`src/design/mctt_pkg.sv`:
```
// Shared types, request codes and sizing constants for the tick timer bank.
`default_nettype none

package mctt_pkg;

    // Number of timer channels in the bank.
    localparam int NUM_CHANNELS = 8;

    // Width of a channel index and of the allocation count.
    localparam int CH_W  = (NUM_CHANNELS > 1) ? $clog2(NUM_CHANNELS) : 1;
    localparam int CNT_W = $clog2(NUM_CHANNELS + 1);

    // Request codes as they arrive on the input channel.
    localparam logic [2:0] REQ_TICK  = 3'd0;
    localparam logic [2:0] REQ_ALLOC = 3'd1;
    localparam logic [2:0] REQ_SET   = 3'd2;
    localparam logic [2:0] REQ_START = 3'd3;
    localparam logic [2:0] REQ_STOP  = 3'd4;

    // Classified operations handed from the front end to the execution side.
    typedef enum logic [2:0] {
        OP_TICK,
        OP_ALLOC,
        OP_SET,
        OP_START,
        OP_STOP,
        OP_REJECT
    } op_t;

    // One input transaction.
    typedef struct packed {
        logic [2:0]  req_type;
        logic [7:0]  channel;
        logic        one_shot;
        logic [31:0] reload_ticks;
    } in_item_t;

    // One result transaction.
    typedef struct packed {
        logic       ok;
        logic [2:0] granted_channel;
        logic [7:0] fire_mask;
    } out_item_t;

    // Decoded command stored in the queue between front and back.
    typedef struct packed {
        op_t            op;
        logic [CH_W-1:0] chan;
        logic           one_shot;
        logic [31:0]    reload;
    } cmd_t;

endpackage

`default_nettype wire

```
`src/design/mctt_front.sv`:
```
// Front end: decodes a request and checks its channel number.
`default_nettype none

module mctt_front (
    input  mctt_pkg::in_item_t request,
    output mctt_pkg::cmd_t     cmd
);

    logic in_range;

    // A channel number is valid only below the size of the bank.
    assign in_range = (request.channel < 8'(mctt_pkg::NUM_CHANNELS));

    // Classify the request; set, start and stop on bad channels and unknown codes become rejects.
    always_comb
    begin
        cmd.chan     = request.channel[mctt_pkg::CH_W-1:0];
        cmd.one_shot = request.one_shot;
        cmd.reload   = request.reload_ticks;
        unique case (request.req_type)
            mctt_pkg::REQ_TICK:  cmd.op = mctt_pkg::OP_TICK;
            mctt_pkg::REQ_ALLOC: cmd.op = mctt_pkg::OP_ALLOC;
            mctt_pkg::REQ_SET:   cmd.op = in_range ? mctt_pkg::OP_SET : mctt_pkg::OP_REJECT;
            mctt_pkg::REQ_START: cmd.op = in_range ? mctt_pkg::OP_START : mctt_pkg::OP_REJECT;
            mctt_pkg::REQ_STOP:  cmd.op = in_range ? mctt_pkg::OP_STOP : mctt_pkg::OP_REJECT;
            default:             cmd.op = mctt_pkg::OP_REJECT;
        endcase
    end

endmodule

`default_nettype wire

```
`src/design/mctt_cmd_queue.sv`:
```
// Two-entry command queue between the front end and the execution side.
`default_nettype none

module mctt_cmd_queue (
    input  logic           clk,
    input  logic           rst_n,
    input  logic           wr,
    input  mctt_pkg::cmd_t wr_cmd,
    output logic           full,
    input  logic           rd,
    output logic           empty,
    output mctt_pkg::cmd_t rd_cmd
);

    mctt_pkg::cmd_t entry_reg [2];
    logic           wr_ptr_reg;
    logic           rd_ptr_reg;
    logic [1:0]     count_reg;
    logic           do_wr;
    logic           do_rd;

    assign full   = (count_reg == 2'd2);
    assign empty  = (count_reg == 2'd0);
    assign rd_cmd = entry_reg[rd_ptr_reg];
    assign do_wr  = wr && !full;
    assign do_rd  = rd && !empty;

    // Storage needs no reset; only the pointers and the count do.
    always_ff @(posedge clk)
    begin
        if (do_wr)
        begin
            entry_reg[wr_ptr_reg] <= wr_cmd;
        end
    end

    // Pointer and occupancy bookkeeping.
    always_ff @(posedge clk or negedge rst_n)
    begin
        if (!rst_n)
        begin
            wr_ptr_reg <= 1'b0;
            rd_ptr_reg <= 1'b0;
            count_reg  <= 2'd0;
        end
        else
        begin
            if (do_wr)
            begin
                wr_ptr_reg <= !wr_ptr_reg;
            end
            if (do_rd)
            begin
                rd_ptr_reg <= !rd_ptr_reg;
            end
            if (do_wr && !do_rd)
            begin
                count_reg <= count_reg + 2'd1;
            end
            else if (do_rd && !do_wr)
            begin
                count_reg <= count_reg - 2'd1;
            end
        end
    end

    // The count never goes past the two entries.
    a_count_bound: assert property (@(posedge clk) disable iff (!rst_n)
        count_reg != 2'd3)
        else $error("command queue count out of range");

    // A write without a read grows the queue by one.
    a_count_grow: assert property (@(posedge clk) disable iff (!rst_n)
        (do_wr && !do_rd) |=> count_reg == $past(count_reg) + 2'd1)
        else $error("command queue lost a write");

    // With one entry held, the pointers are one apart.
    a_ptr_sync: assert property (@(posedge clk) disable iff (!rst_n)
        (count_reg == 2'd1) |-> (wr_ptr_reg != rd_ptr_reg))
        else $error("command queue pointers out of step");

endmodule

`default_nettype wire

```
`src/design/mctt_back.sv`:
```
// Execution side: holds the channel bank, walks it on ticks and registers results.
`default_nettype none

module mctt_back (
    input  logic                clk,
    input  logic                rst_n,
    input  logic                cmd_valid,
    input  mctt_pkg::cmd_t      cmd,
    output logic                cmd_pop,
    output logic                empty,
    input  logic                pop,
    output mctt_pkg::out_item_t result
);

    typedef enum logic {
        ST_IDLE,
        ST_WALK
    } state_t;

    localparam int N = mctt_pkg::NUM_CHANNELS;

    state_t                     state_reg, state_next;
    logic [mctt_pkg::CH_W-1:0]  idx_reg, idx_next;
    logic [7:0]                 mask_reg, mask_next;
    logic [mctt_pkg::CNT_W-1:0] alloc_reg, alloc_next;
    logic                       enable_reg [N];
    logic                       enable_next [N];
    logic                       one_shot_reg [N];
    logic                       one_shot_next [N];
    logic [31:0]                counter_reg [N];
    logic [31:0]                counter_next [N];
    logic [31:0]                reload_reg [N];
    logic [31:0]                reload_next [N];
    logic                       out_valid_reg, out_valid_next;
    mctt_pkg::out_item_t        out_item_reg, out_item_next;

    logic                       res_taken;
    logic                       slot_free;
    logic [31:0]                cnt_inc;
    logic                       walk_live;
    logic                       expire;
    logic [7:0]                 walk_mask;
    logic [mctt_pkg::CNT_W+2:0] alloc_ext;

    assign empty     = !out_valid_reg;
    assign result    = out_item_reg;
    assign res_taken = pop && out_valid_reg;
    assign slot_free = !out_valid_reg || res_taken;
    assign alloc_ext = {3'b000, alloc_reg};

    // Per-channel step of the tick walk: one add and one compare.
    assign walk_live = (mctt_pkg::CNT_W'(idx_reg) < alloc_reg) && enable_reg[idx_reg];
    assign cnt_inc   = counter_reg[idx_reg] + 32'd1;
    assign expire    = walk_live && (cnt_inc >= reload_reg[idx_reg]);
    assign walk_mask = expire ? (mask_reg | (8'd1 << idx_reg)) : mask_reg;

    // Next-state logic for the sequencer, the bank and the result slot.
    always_comb
    begin
        state_next     = state_reg;
        idx_next       = idx_reg;
        mask_next      = mask_reg;
        alloc_next     = alloc_reg;
        enable_next    = enable_reg;
        one_shot_next  = one_shot_reg;
        counter_next   = counter_reg;
        reload_next    = reload_reg;
        out_valid_next = res_taken ? 1'b0 : out_valid_reg;
        out_item_next  = out_item_reg;
        cmd_pop        = 1'b0;

        unique case (state_reg)
            ST_IDLE:
            begin
                if (cmd_valid && slot_free)
                begin
                    cmd_pop                       = 1'b1;
                    out_valid_next                = 1'b1;
                    out_item_next.ok              = 1'b1;
                    out_item_next.granted_channel = 3'd0;
                    out_item_next.fire_mask       = 8'd0;
                    unique case (cmd.op)
                        mctt_pkg::OP_TICK:
                        begin
                            // The result is posted at the end of the walk.
                            out_valid_next = 1'b0;
                            state_next     = ST_WALK;
                            idx_next       = '0;
                            mask_next      = 8'd0;
                        end
                        mctt_pkg::OP_ALLOC:
                        begin
                            if (alloc_reg < mctt_pkg::CNT_W'(N))
                            begin
                                out_item_next.granted_channel = alloc_ext[2:0];
                                alloc_next = alloc_reg + mctt_pkg::CNT_W'(1);
                            end
                            else
                            begin
                                out_item_next.ok = 1'b0;
                            end
                        end
                        mctt_pkg::OP_SET:
                        begin
                            one_shot_next[cmd.chan] = cmd.one_shot;
                            reload_next[cmd.chan]   = cmd.reload;
                            counter_next[cmd.chan]  = 32'd0;
                            enable_next[cmd.chan]   = 1'b0;
                        end
                        mctt_pkg::OP_START:
                        begin
                            counter_next[cmd.chan] = 32'd0;
                            enable_next[cmd.chan]  = 1'b1;
                        end
                        mctt_pkg::OP_STOP:
                        begin
                            enable_next[cmd.chan] = 1'b0;
                        end
                        default:
                        begin
                            out_item_next.ok = 1'b0;
                        end
                    endcase
                end
            end
            ST_WALK:
            begin
                // Update the channel under the walk index.
                if (walk_live)
                begin
                    if (expire)
                    begin
                        counter_next[idx_reg] = 32'd0;
                        if (one_shot_reg[idx_reg])
                        begin
                            enable_next[idx_reg] = 1'b0;
                        end
                    end
                    else
                    begin
                        counter_next[idx_reg] = cnt_inc;
                    end
                end
                mask_next = walk_mask;
                if (idx_reg == mctt_pkg::CH_W'(N - 1))
                begin
                    state_next                    = ST_IDLE;
                    out_valid_next                = 1'b1;
                    out_item_next.ok              = 1'b1;
                    out_item_next.granted_channel = 3'd0;
                    out_item_next.fire_mask       = walk_mask;
                end
                else
                begin
                    idx_next = idx_reg + mctt_pkg::CH_W'(1);
                end
            end
            default:
            begin
                state_next = ST_IDLE;
            end
        endcase
    end

    // State, channel bank and registered result.
    always_ff @(posedge clk or negedge rst_n)
    begin
        if (!rst_n)
        begin
            state_reg     <= ST_IDLE;
            idx_reg       <= '0;
            mask_reg      <= 8'd0;
            alloc_reg     <= '0;
            out_valid_reg <= 1'b0;
            out_item_reg  <= '0;
            for (int i = 0; i < N; i++)
            begin
                enable_reg[i]   <= 1'b0;
                one_shot_reg[i] <= 1'b0;
                counter_reg[i]  <= 32'd0;
                reload_reg[i]   <= 32'd0;
            end
        end
        else
        begin
            state_reg     <= state_next;
            idx_reg       <= idx_next;
            mask_reg      <= mask_next;
            alloc_reg     <= alloc_next;
            out_valid_reg <= out_valid_next;
            out_item_reg  <= out_item_next;
            enable_reg    <= enable_next;
            one_shot_reg  <= one_shot_next;
            counter_reg   <= counter_next;
            reload_reg    <= reload_next;
        end
    end

    // Commands are taken only between walks.
    a_pop_idle: assert property (@(posedge clk) disable iff (!rst_n)
        cmd_pop |-> (state_reg == ST_IDLE))
        else $error("command taken during a tick walk");

    // The allocation count never exceeds the bank size.
    a_alloc_bound: assert property (@(posedge clk) disable iff (!rst_n)
        alloc_reg <= mctt_pkg::CNT_W'(N))
        else $error("allocation count past bank size");

    // The last walk step posts a tick result and returns to idle.
    a_walk_end: assert property (@(posedge clk) disable iff (!rst_n)
        (state_reg == ST_WALK && idx_reg == mctt_pkg::CH_W'(N - 1))
        |=> (state_reg == ST_IDLE && out_valid_reg && out_item_reg.ok))
        else $error("tick walk did not finish correctly");

endmodule

`default_nettype wire

```
`src/design/multi_channel_tick_timer_unit.sv`:
```
// Top level of the multi-channel tick timer: front end, command queue and execution side.
//
// Usage:
//   Requests enter through a queue-style port: a transaction is taken at a rising
//   edge with push high and full low. Each request produces exactly one result,
//   presented on result while empty is low and taken at an edge with pop high.
//   Requests are tick, allocate, set, start and stop; set, start and stop on a
//   channel outside the bank, allocate with no free channel and unknown codes
//   return ok low and change nothing.
// Timing:
//   A request is decoded in the cycle it is taken and written into a two-entry
//   command queue. Allocate, set, start, stop and rejects execute from the head of
//   the queue while the execution side is idle and its result slot is free; their
//   result is registered. A tick walks the channel bank one channel per cycle
//   through a single incrementer and comparator, busy until the last channel is done.
// Reset and stalls:
//   Reset clears all channels, modes, counters, reloads and the allocation count.
//   A result waits in its output register while pop is low; the execution side
//   then holds, the command queue fills, and full rises after two more requests.
`default_nettype none

module multi_channel_tick_timer_unit (
    input  logic                clk,
    input  logic                rst_n,
    input  logic                push,
    output logic                full,
    input  mctt_pkg::in_item_t  request,
    output logic                empty,
    input  logic                pop,
    output mctt_pkg::out_item_t result
);

    mctt_pkg::cmd_t dec_cmd;
    mctt_pkg::cmd_t q_cmd;
    logic           q_empty;
    logic           q_rd;

    // Decode and range check of incoming requests.
    mctt_front u_front (
        .request (request),
        .cmd     (dec_cmd)
    );

    // Decoupling queue between decode and execution.
    mctt_cmd_queue u_queue (
        .clk    (clk),
        .rst_n  (rst_n),
        .wr     (push),
        .wr_cmd (dec_cmd),
        .full   (full),
        .rd     (q_rd),
        .empty  (q_empty),
        .rd_cmd (q_cmd)
    );

    // Channel bank, tick walk and result register.
    mctt_back u_back (
        .clk       (clk),
        .rst_n     (rst_n),
        .cmd_valid (!q_empty),
        .cmd       (q_cmd),
        .cmd_pop   (q_rd),
        .empty     (empty),
        .pop       (pop),
        .result    (result)
    );

endmodule

`default_nettype wire
```
`config.mk`:
```
export PLATFORM = sky130hd
export DESIGN_NAME = multi_channel_tick_timer_unit
export DESIGN_NICKNAME = d
export VERILOG_FILES = /design/src/design/mctt_pkg.sv /design/src/design/mctt_front.sv /design/src/design/mctt_cmd_queue.sv /design/src/design/mctt_back.sv /design/src/design/multi_channel_tick_timer_unit.sv
export SDC_FILE = /design/constraint.sdc
export NUM_CORES = 1
export LEC_CHECK = 0
export BUFFER_PORTS_ARGS = -buffer_cell sky130_fd_sc_hd__buf_2
export CAP_MARGIN = 25
export CELL_PAD_IN_SITES_DETAIL_PLACEMENT = 0
export CELL_PAD_IN_SITES_GLOBAL_PLACEMENT = 1
export CORE_ASPECT_RATIO = 1.75
export CORE_MARGIN = 2
export CORE_UTILIZATION = 34
export DETAILED_ROUTE_END_ITERATION = 8
export GPL_TIMING_DRIVEN = 1
export PLACE_DENSITY = 0.64
export SYNTH_ARGS = -nofsm -noshare
export SYNTH_HDL_FRONTEND = slang
export SYNTH_SLANG_ARGS = --single-unit
```
`constraint.sdc`:
```
create_clock -name clk -period 6.7 [get_ports clk]
set_clock_uncertainty 0.2 [all_clocks]
set_input_delay 0.67 -clock clk [delete_from_list [all_inputs] [get_ports clk]]
set_output_delay 0.67 -clock clk [all_outputs]
set_load 0.1 [all_outputs]
```
# After elaboration in Yosys (flattened, before gate mapping)
# Memories as Yosys holds them, arrays and structs flattened.
# Index checks and enable logic that the tools add are counted.
dict set report totals {
  ram_bits 78
  reg_bits 561
  output_inout_bits 14
  romBits 0
  memories 1
  inputBits 48
  elab_cells 190
  latchBits 0
}
dict set report classes {
  eq_ne 19
  n_lt_le_gt_ge 8
  n_mul 0
  bitwise_logic 13
  n_reduce_logical 32
  addsub 5
  mux 68
  shift 1
  div_mod_pow 0
}
# memory words word_bits rd rd_clocked_by_memory_dff write_ports line_no
set mem_list {}
lappend mem_list {u_queue.entry_reg 2 39 1 0 1 mctt_cmd_queue.sv:15} ;# mctt_pkg::cmd_t entry_reg [2];
# operator count
set ops {}
lappend ops {{$mux W256} 4}
lappend ops {{$and A256 B256 Y256} 2}
lappend ops {{$bwmux W256} 2}
lappend ops {{$not A256 Y256} 2}
lappend ops {{$pmux W256 S2} 1}
lappend ops {{$bmux W32 S3} 2}
lappend ops {{$demux W32 S3} 2}
lappend ops {{$mux W32} 6}
lappend ops {{$mux W8} 7}
lappend ops {{$pmux W8 S2} 3}
lappend ops {{$add A32 B1 Y32 const B} 1}
lappend ops {{$ge A32 B32 Y1} 1}
lappend ops {{$mux W12} 2}
lappend ops {{$pmux W12 S2} 1}
lappend ops {{$mux W3} 7}
lappend ops {{$mux W1} 19}
lappend ops {{$and A8 B8 Y8} 2}
lappend ops {{$not A8 Y8} 2}
lappend ops {{$or A8 B8 Y8} 2}
lappend ops {{$pmux W3 S5} 1}
lappend ops {{$ne A2 B2 Y1 const B} 7}
lappend ops {{$eq A3 B2 Y1 const B} 4}
lappend ops {{$logic_and A1 B1 Y1} 10}
lappend ops {{$eq A3 B3 Y1 const B} 3}
lappend ops {{other kinds (33)} 53}

# Depth between registers and ports, before layout
dict set report depth {
  depth_word 11
  ltp_mapped 26
  ltp_nobuf 19
}

# By module
# From an unflattened synthesis, not the netlist that was laid out.
dict set report hier_totals {
  hier_cells 2183
  hier_area_um2 29414.5
}
# mod seq_area_each_um2 area_each_um2 cells_per_inst n_inst
set by_module_without_submodules {}
lappend by_module_without_submodules {mctt_back 13938.4 26071.3 1997 1}
lappend by_module_without_submodules {mctt_cmd_queue 2442.3 3007.9 140 1}
lappend by_module_without_submodules {mctt_front 0.0 331.6 45 1}
lappend by_module_without_submodules {multi_channel_tick_timer_unit 0.0 3.8 1 1}

# Worst setup path after synthesis
# Ideal clock, no wire load.
dict set report synth_path {
  kind {register to register}
  start {register u_back.idx_reg[0] (netlist name)}
  end {register (tool-made name)}
  required_time_ps 6378
  setup_slack_ps 1459
  path_buffers 5
  synth_period_minus_slack_ps 5241
  t_arrival_ps 4919
  setup_time_ps 122
  path_stages_with_launch 23
  path_cell_list {dfrtp_1 > buf_6 > buf_6 > buf_6 > mux2_2 > a221o_1 > o2bb2ai_2 > ha_1 > clkbuf_1 > a21boi_0 > nand4_1 > and4bb_2 > xnor2_1 > inv_1 > ha_1 > nand4_1 > nor3_1 > nand3_1 > o21ai_0 > and2_1 > clkbuf_1 > nand3_1 > a32o_1}
}
# element line_no
set synth_lines {}
lappend synth_lines {{from (decl)} mctt_back.sv:23} ;# logic [mctt_pkg::CH_W-1:0] idx_reg, idx_next;
lappend synth_lines {{from (signal assigned)} mctt_back.sv:187} ;# idx_reg <= idx_next;

# Worst setup path after layout
dict set report layout_path {
  start {register u_back.idx_reg[2] (netlist name)}
  end {register u_back.out_item_reg, in the netlist u_back.result[6]}
}
dict set report layout_via {
  elab_chain_len 10
  elab_cells_between_ends 23
  classes_between {add/sub: 1; order compare: 2; eq/ne: 2; shift: 1; mux: 12; bitwise: 2; reduce/logical: 3}
}
# element line_no
set layout_lines {}
lappend layout_lines {{$not A3 Y4 (implied by the code)} {mctt_back.sv:52, mctt_back.sv:53, mctt_back.sv:54}}
lappend layout_lines {{$bmux W32 S3} mctt_back.sv:53} ;# assign cnt_inc = counter_reg[idx_reg] + 32'd1;
lappend layout_lines {{$mux W32 (implied by the code) (2 in a row)} mctt_back.sv:53}
lappend layout_lines {{$add A32 B1 Y32} mctt_back.sv:53}
lappend layout_lines {{$ge A32 B32 Y1} mctt_back.sv:54} ;# assign expire = walk_live && (cnt_inc >= reload_reg[idx_reg]);
lappend layout_lines {{$logic_and A1 B1 Y1} mctt_back.sv:54}
lappend layout_lines {{$mux W8} mctt_back.sv:55} ;# assign walk_mask = expire ? (mask_reg | (8'd1 << idx_reg)) : mask_reg;
lappend layout_lines {{$mux W12} mctt_back.sv:145} ;# if (idx_reg == mctt_pkg::CH_W'(N - 1))
lappend layout_lines {{$pmux W12 S2} mctt_back.sv:72} ;# unique case (state_reg)
lappend layout_lines {{to (signal assigned)} mctt_back.sv:191} ;# out_item_reg <= out_item_next;
lappend layout_lines {{to (decl)} mctt_back.sv:35} ;# mctt_pkg::out_item_t out_item_reg, out_item_next;
# Parallel ways exist; a longest one is shown, timed or not. The select of a mux whose other input is x is not followed.
# A chain may end at the register's enable or synchronous reset.

==> results.cfg <==
[yosys]
netlist_top_cells_area = dfrtp_1, edfxtp_1, nand2_1
synth_area_per_cell_um2 = 10.4
async_flop_share = 0.878
syn_nets = 2804
synth-edff-count = 78
synth_top_area_share = 0.496
yosys_warnings = 0
ys_ff_latch = 639
syn_inst = 2713
netlist_area_um2 = 28300
synthDistinctLibCells = 77
ys_top_cells_by_count = dfrtp_1, nand2_1, o21ai_0, nor2_1, a21oi_1
synth_top_flop_cell = dfrtp_1
yosysSeqAreaShare = 0.579
yosysMostFrequentCell = dfrtp_1
yosysTopAreaCell = dfrtp_1

[worst_setup_path]
critPathMaxFanout = 26
path_cells = buf_4 -> nor2_1 -> buf_4 -> a22oi_1 -> o22a_1 -> or2_2 -> nor4_4 -> and3_1 -> xnor2_1 -> inv_1 -> ha_1 -> nand4_1 -> nor3_2 -> o211ai_1 -> o211a_1 -> o21ai_0 -> buf_4 -> and2_1 -> buf_4 -> a31oi_1 -> o21ai_0
crit_buf_inv = 5
worst_ep_arrival_time_ps = 6650
worstPathRequired_ps = 7040
start_kind = register
crit_top_cell = buf_4
slowest_delay_ps = 640
end_kind = register
cp_top_family = simple AND/OR/NAND/NOR gates
crit_start = u_back.idx_reg[2]
cp_num_cells = 21
crit-reg2reg-launch = u_back.idx_reg[2]
worstRegToRegCells = 21
crit_type = reg2reg
critPathSlowestCell = dfrtp_4

[placed_design]
io_buffers = 61
place_hpwl_um = 56000
gp_congestion = 0.832
place_ws_ps = 125
dp_cells = 3773

[sta]
clock.fmax_mhz = 159
whs_ps = -60.6
grt_setup_unrepaired = no
setup_ws_ps = 394
period_minus_slack_ps = 6310
fin_crit_sh = 0.941
slew_viol_final = 0
setup_violations = 0
tightest_slew_ps = 1170
relSlewSlack = 0.223
finalSetupTns_ps = 0
hold_viol = 21

[grt]
grt_usage = 0.212
grt_pass1_vias = 22200
antenna_found_initial = 0
grt_overflow_total = 0
grt_pass1_wl_um = 139000
grt_max_degree = 173

[floorplanning]
ios = 62
die_y_um = 386
initial_core_util = 0.342
design.die.area_um2 = 85700
die_w_um = 222
core-area_um2 = 82900
rows = 140

[power]
p_int_mw = 10.3
p_total_mw = 17.9
p_leak_nw = 14.4
peakVddDrop_mv = 0.262
seqPwrFrac = 0.369
p_clk_frac = 0.183
power_switching_share = 0.423
combinationalPowerShare = 0.448
p_sw_mw = 7.56
power.density_nw_per_um2 = 549

[route]
vias_per_cell = 5.51
drc_errors = 0
drtPass1Iterations = 6
highest_layer = met4
final_antenna_net_count = 0
routedWlPerCell_um = 23.2
dr_total_vias = 21500
wl_met2_um = 48200
routed_wirelength_um = 90800
met3RoutedLength_um = 3380
wl_met1_um = 35000
first_iter_violations = 1519

[run_status]
outcome = finished, violations left
violations = negative hold slack

[final_layout]
multi_input_comb_area_um2 = 11100
nFillCells = 8069
final-seq-area_um2 = 16400
syn2layout_area_growth_pct = 15.2
nets = 2893
drive_gt1_frac = 0.133
final_util = 0.394
instances_no_fill = 3911
n_antenna_cell = 0

[clock_tree]
cts_tree = done
numCtsBuffers = 59
clk_latency_ps = 650
cts_max_level = 2
clockBufferDepth = 3
root_buffer = clkbuf_16
path_clk_slew_ps = 70
clock-sinks = 639

[min_path]
min_path_type = in2async

[flow_run]
maxCapViolations = 0
what timing repair did:
item                       CTS  global route
setup buffers                0             1
setup endpoints to repair    0            12
hold buffers                31             0
resized for setup            0             3
hold endpoints to repair    62             0
cell type report:
| class | count | area share |
|---|---|---|
| repair buffers | 216 | 0.0560 |
| well taps | 1065 | 0.0408 |
| multi-input cells | 1844 | 0.340 |
| flip-flops and latches | 639 | 0.502 |
| inverters | 42 | 0.00483 |
| clock inverters | 11 | 0.00303 |
| clock buffers | 94 | 0.0527 |
kinds of logic after synthesis:
| kind of cell | Yosys count | share of synthesized area |
|---|---|---|
| xor+xnor | 38 | 0.0135 |
| fa+ha+maj | 43 | 0.0190 |
| simple gates | 802 | 0.121 |
| mux | 126 | 0.0551 |
| compound gates | 835 | 0.179 |
| buf+inv | 230 | 0.0339 |
| flops | 639 | 0.579 |
cell usage in the layout (no fill, tap or decap), drive strengths merged, types with 67 or more instances in the layout:
master	synthesis	layout
nor2	236	236
nand2	410	410
dfrtp	561	561
a21oi	226	226
edfxtp	78	78
buf	35	185
mux2i	67	67
clkbuf	153	94
a22oi	85	85
o21ai	344	344
final timing paths:
path | slack [ps] | end
min reg2reg | 280 | u_back.counter_reg[221]
max in group asynchronous | 4630 | u_back.counter_reg[224]
max reg2reg | 390 | u_back.result[6]
min in group clk | 50 | u_queue.entry_reg[1][1]
max | 390 | u_back.result[6]
min | -60 | u_back.reload_reg[10]
metrics by stage:
step	hold slack [ps]	instance area [um2]
2_1_floorplan	174	28300
3_3_place_gp	256	30400
3_5_place_dp	265	30400
4_1_cts	0.141	32600
5_1_grt	23.6	32600
6_report	-60.6	32600
layer usage:
metal / track usage / up-vias
li1: - / 9823
met1: 0.242 / 11000
met2: 0.398 / 576
met3: 0.0203 / 193
met4: 0.0942 / 0
met5: 0 / -
power groups by stage:
stage	logic (mW)	clock network (mW)	registers, mW
finish	8.02	3.27	6.60
global route	8.83	3.48	6.79
global placement	7.77	0	6.58
floorplan	4.94	0	6.43
CTS	7.98	3.36	6.60
detailed placement	7.94	0	6.67
No activity file was read; power rests on OpenSTA's default activity.
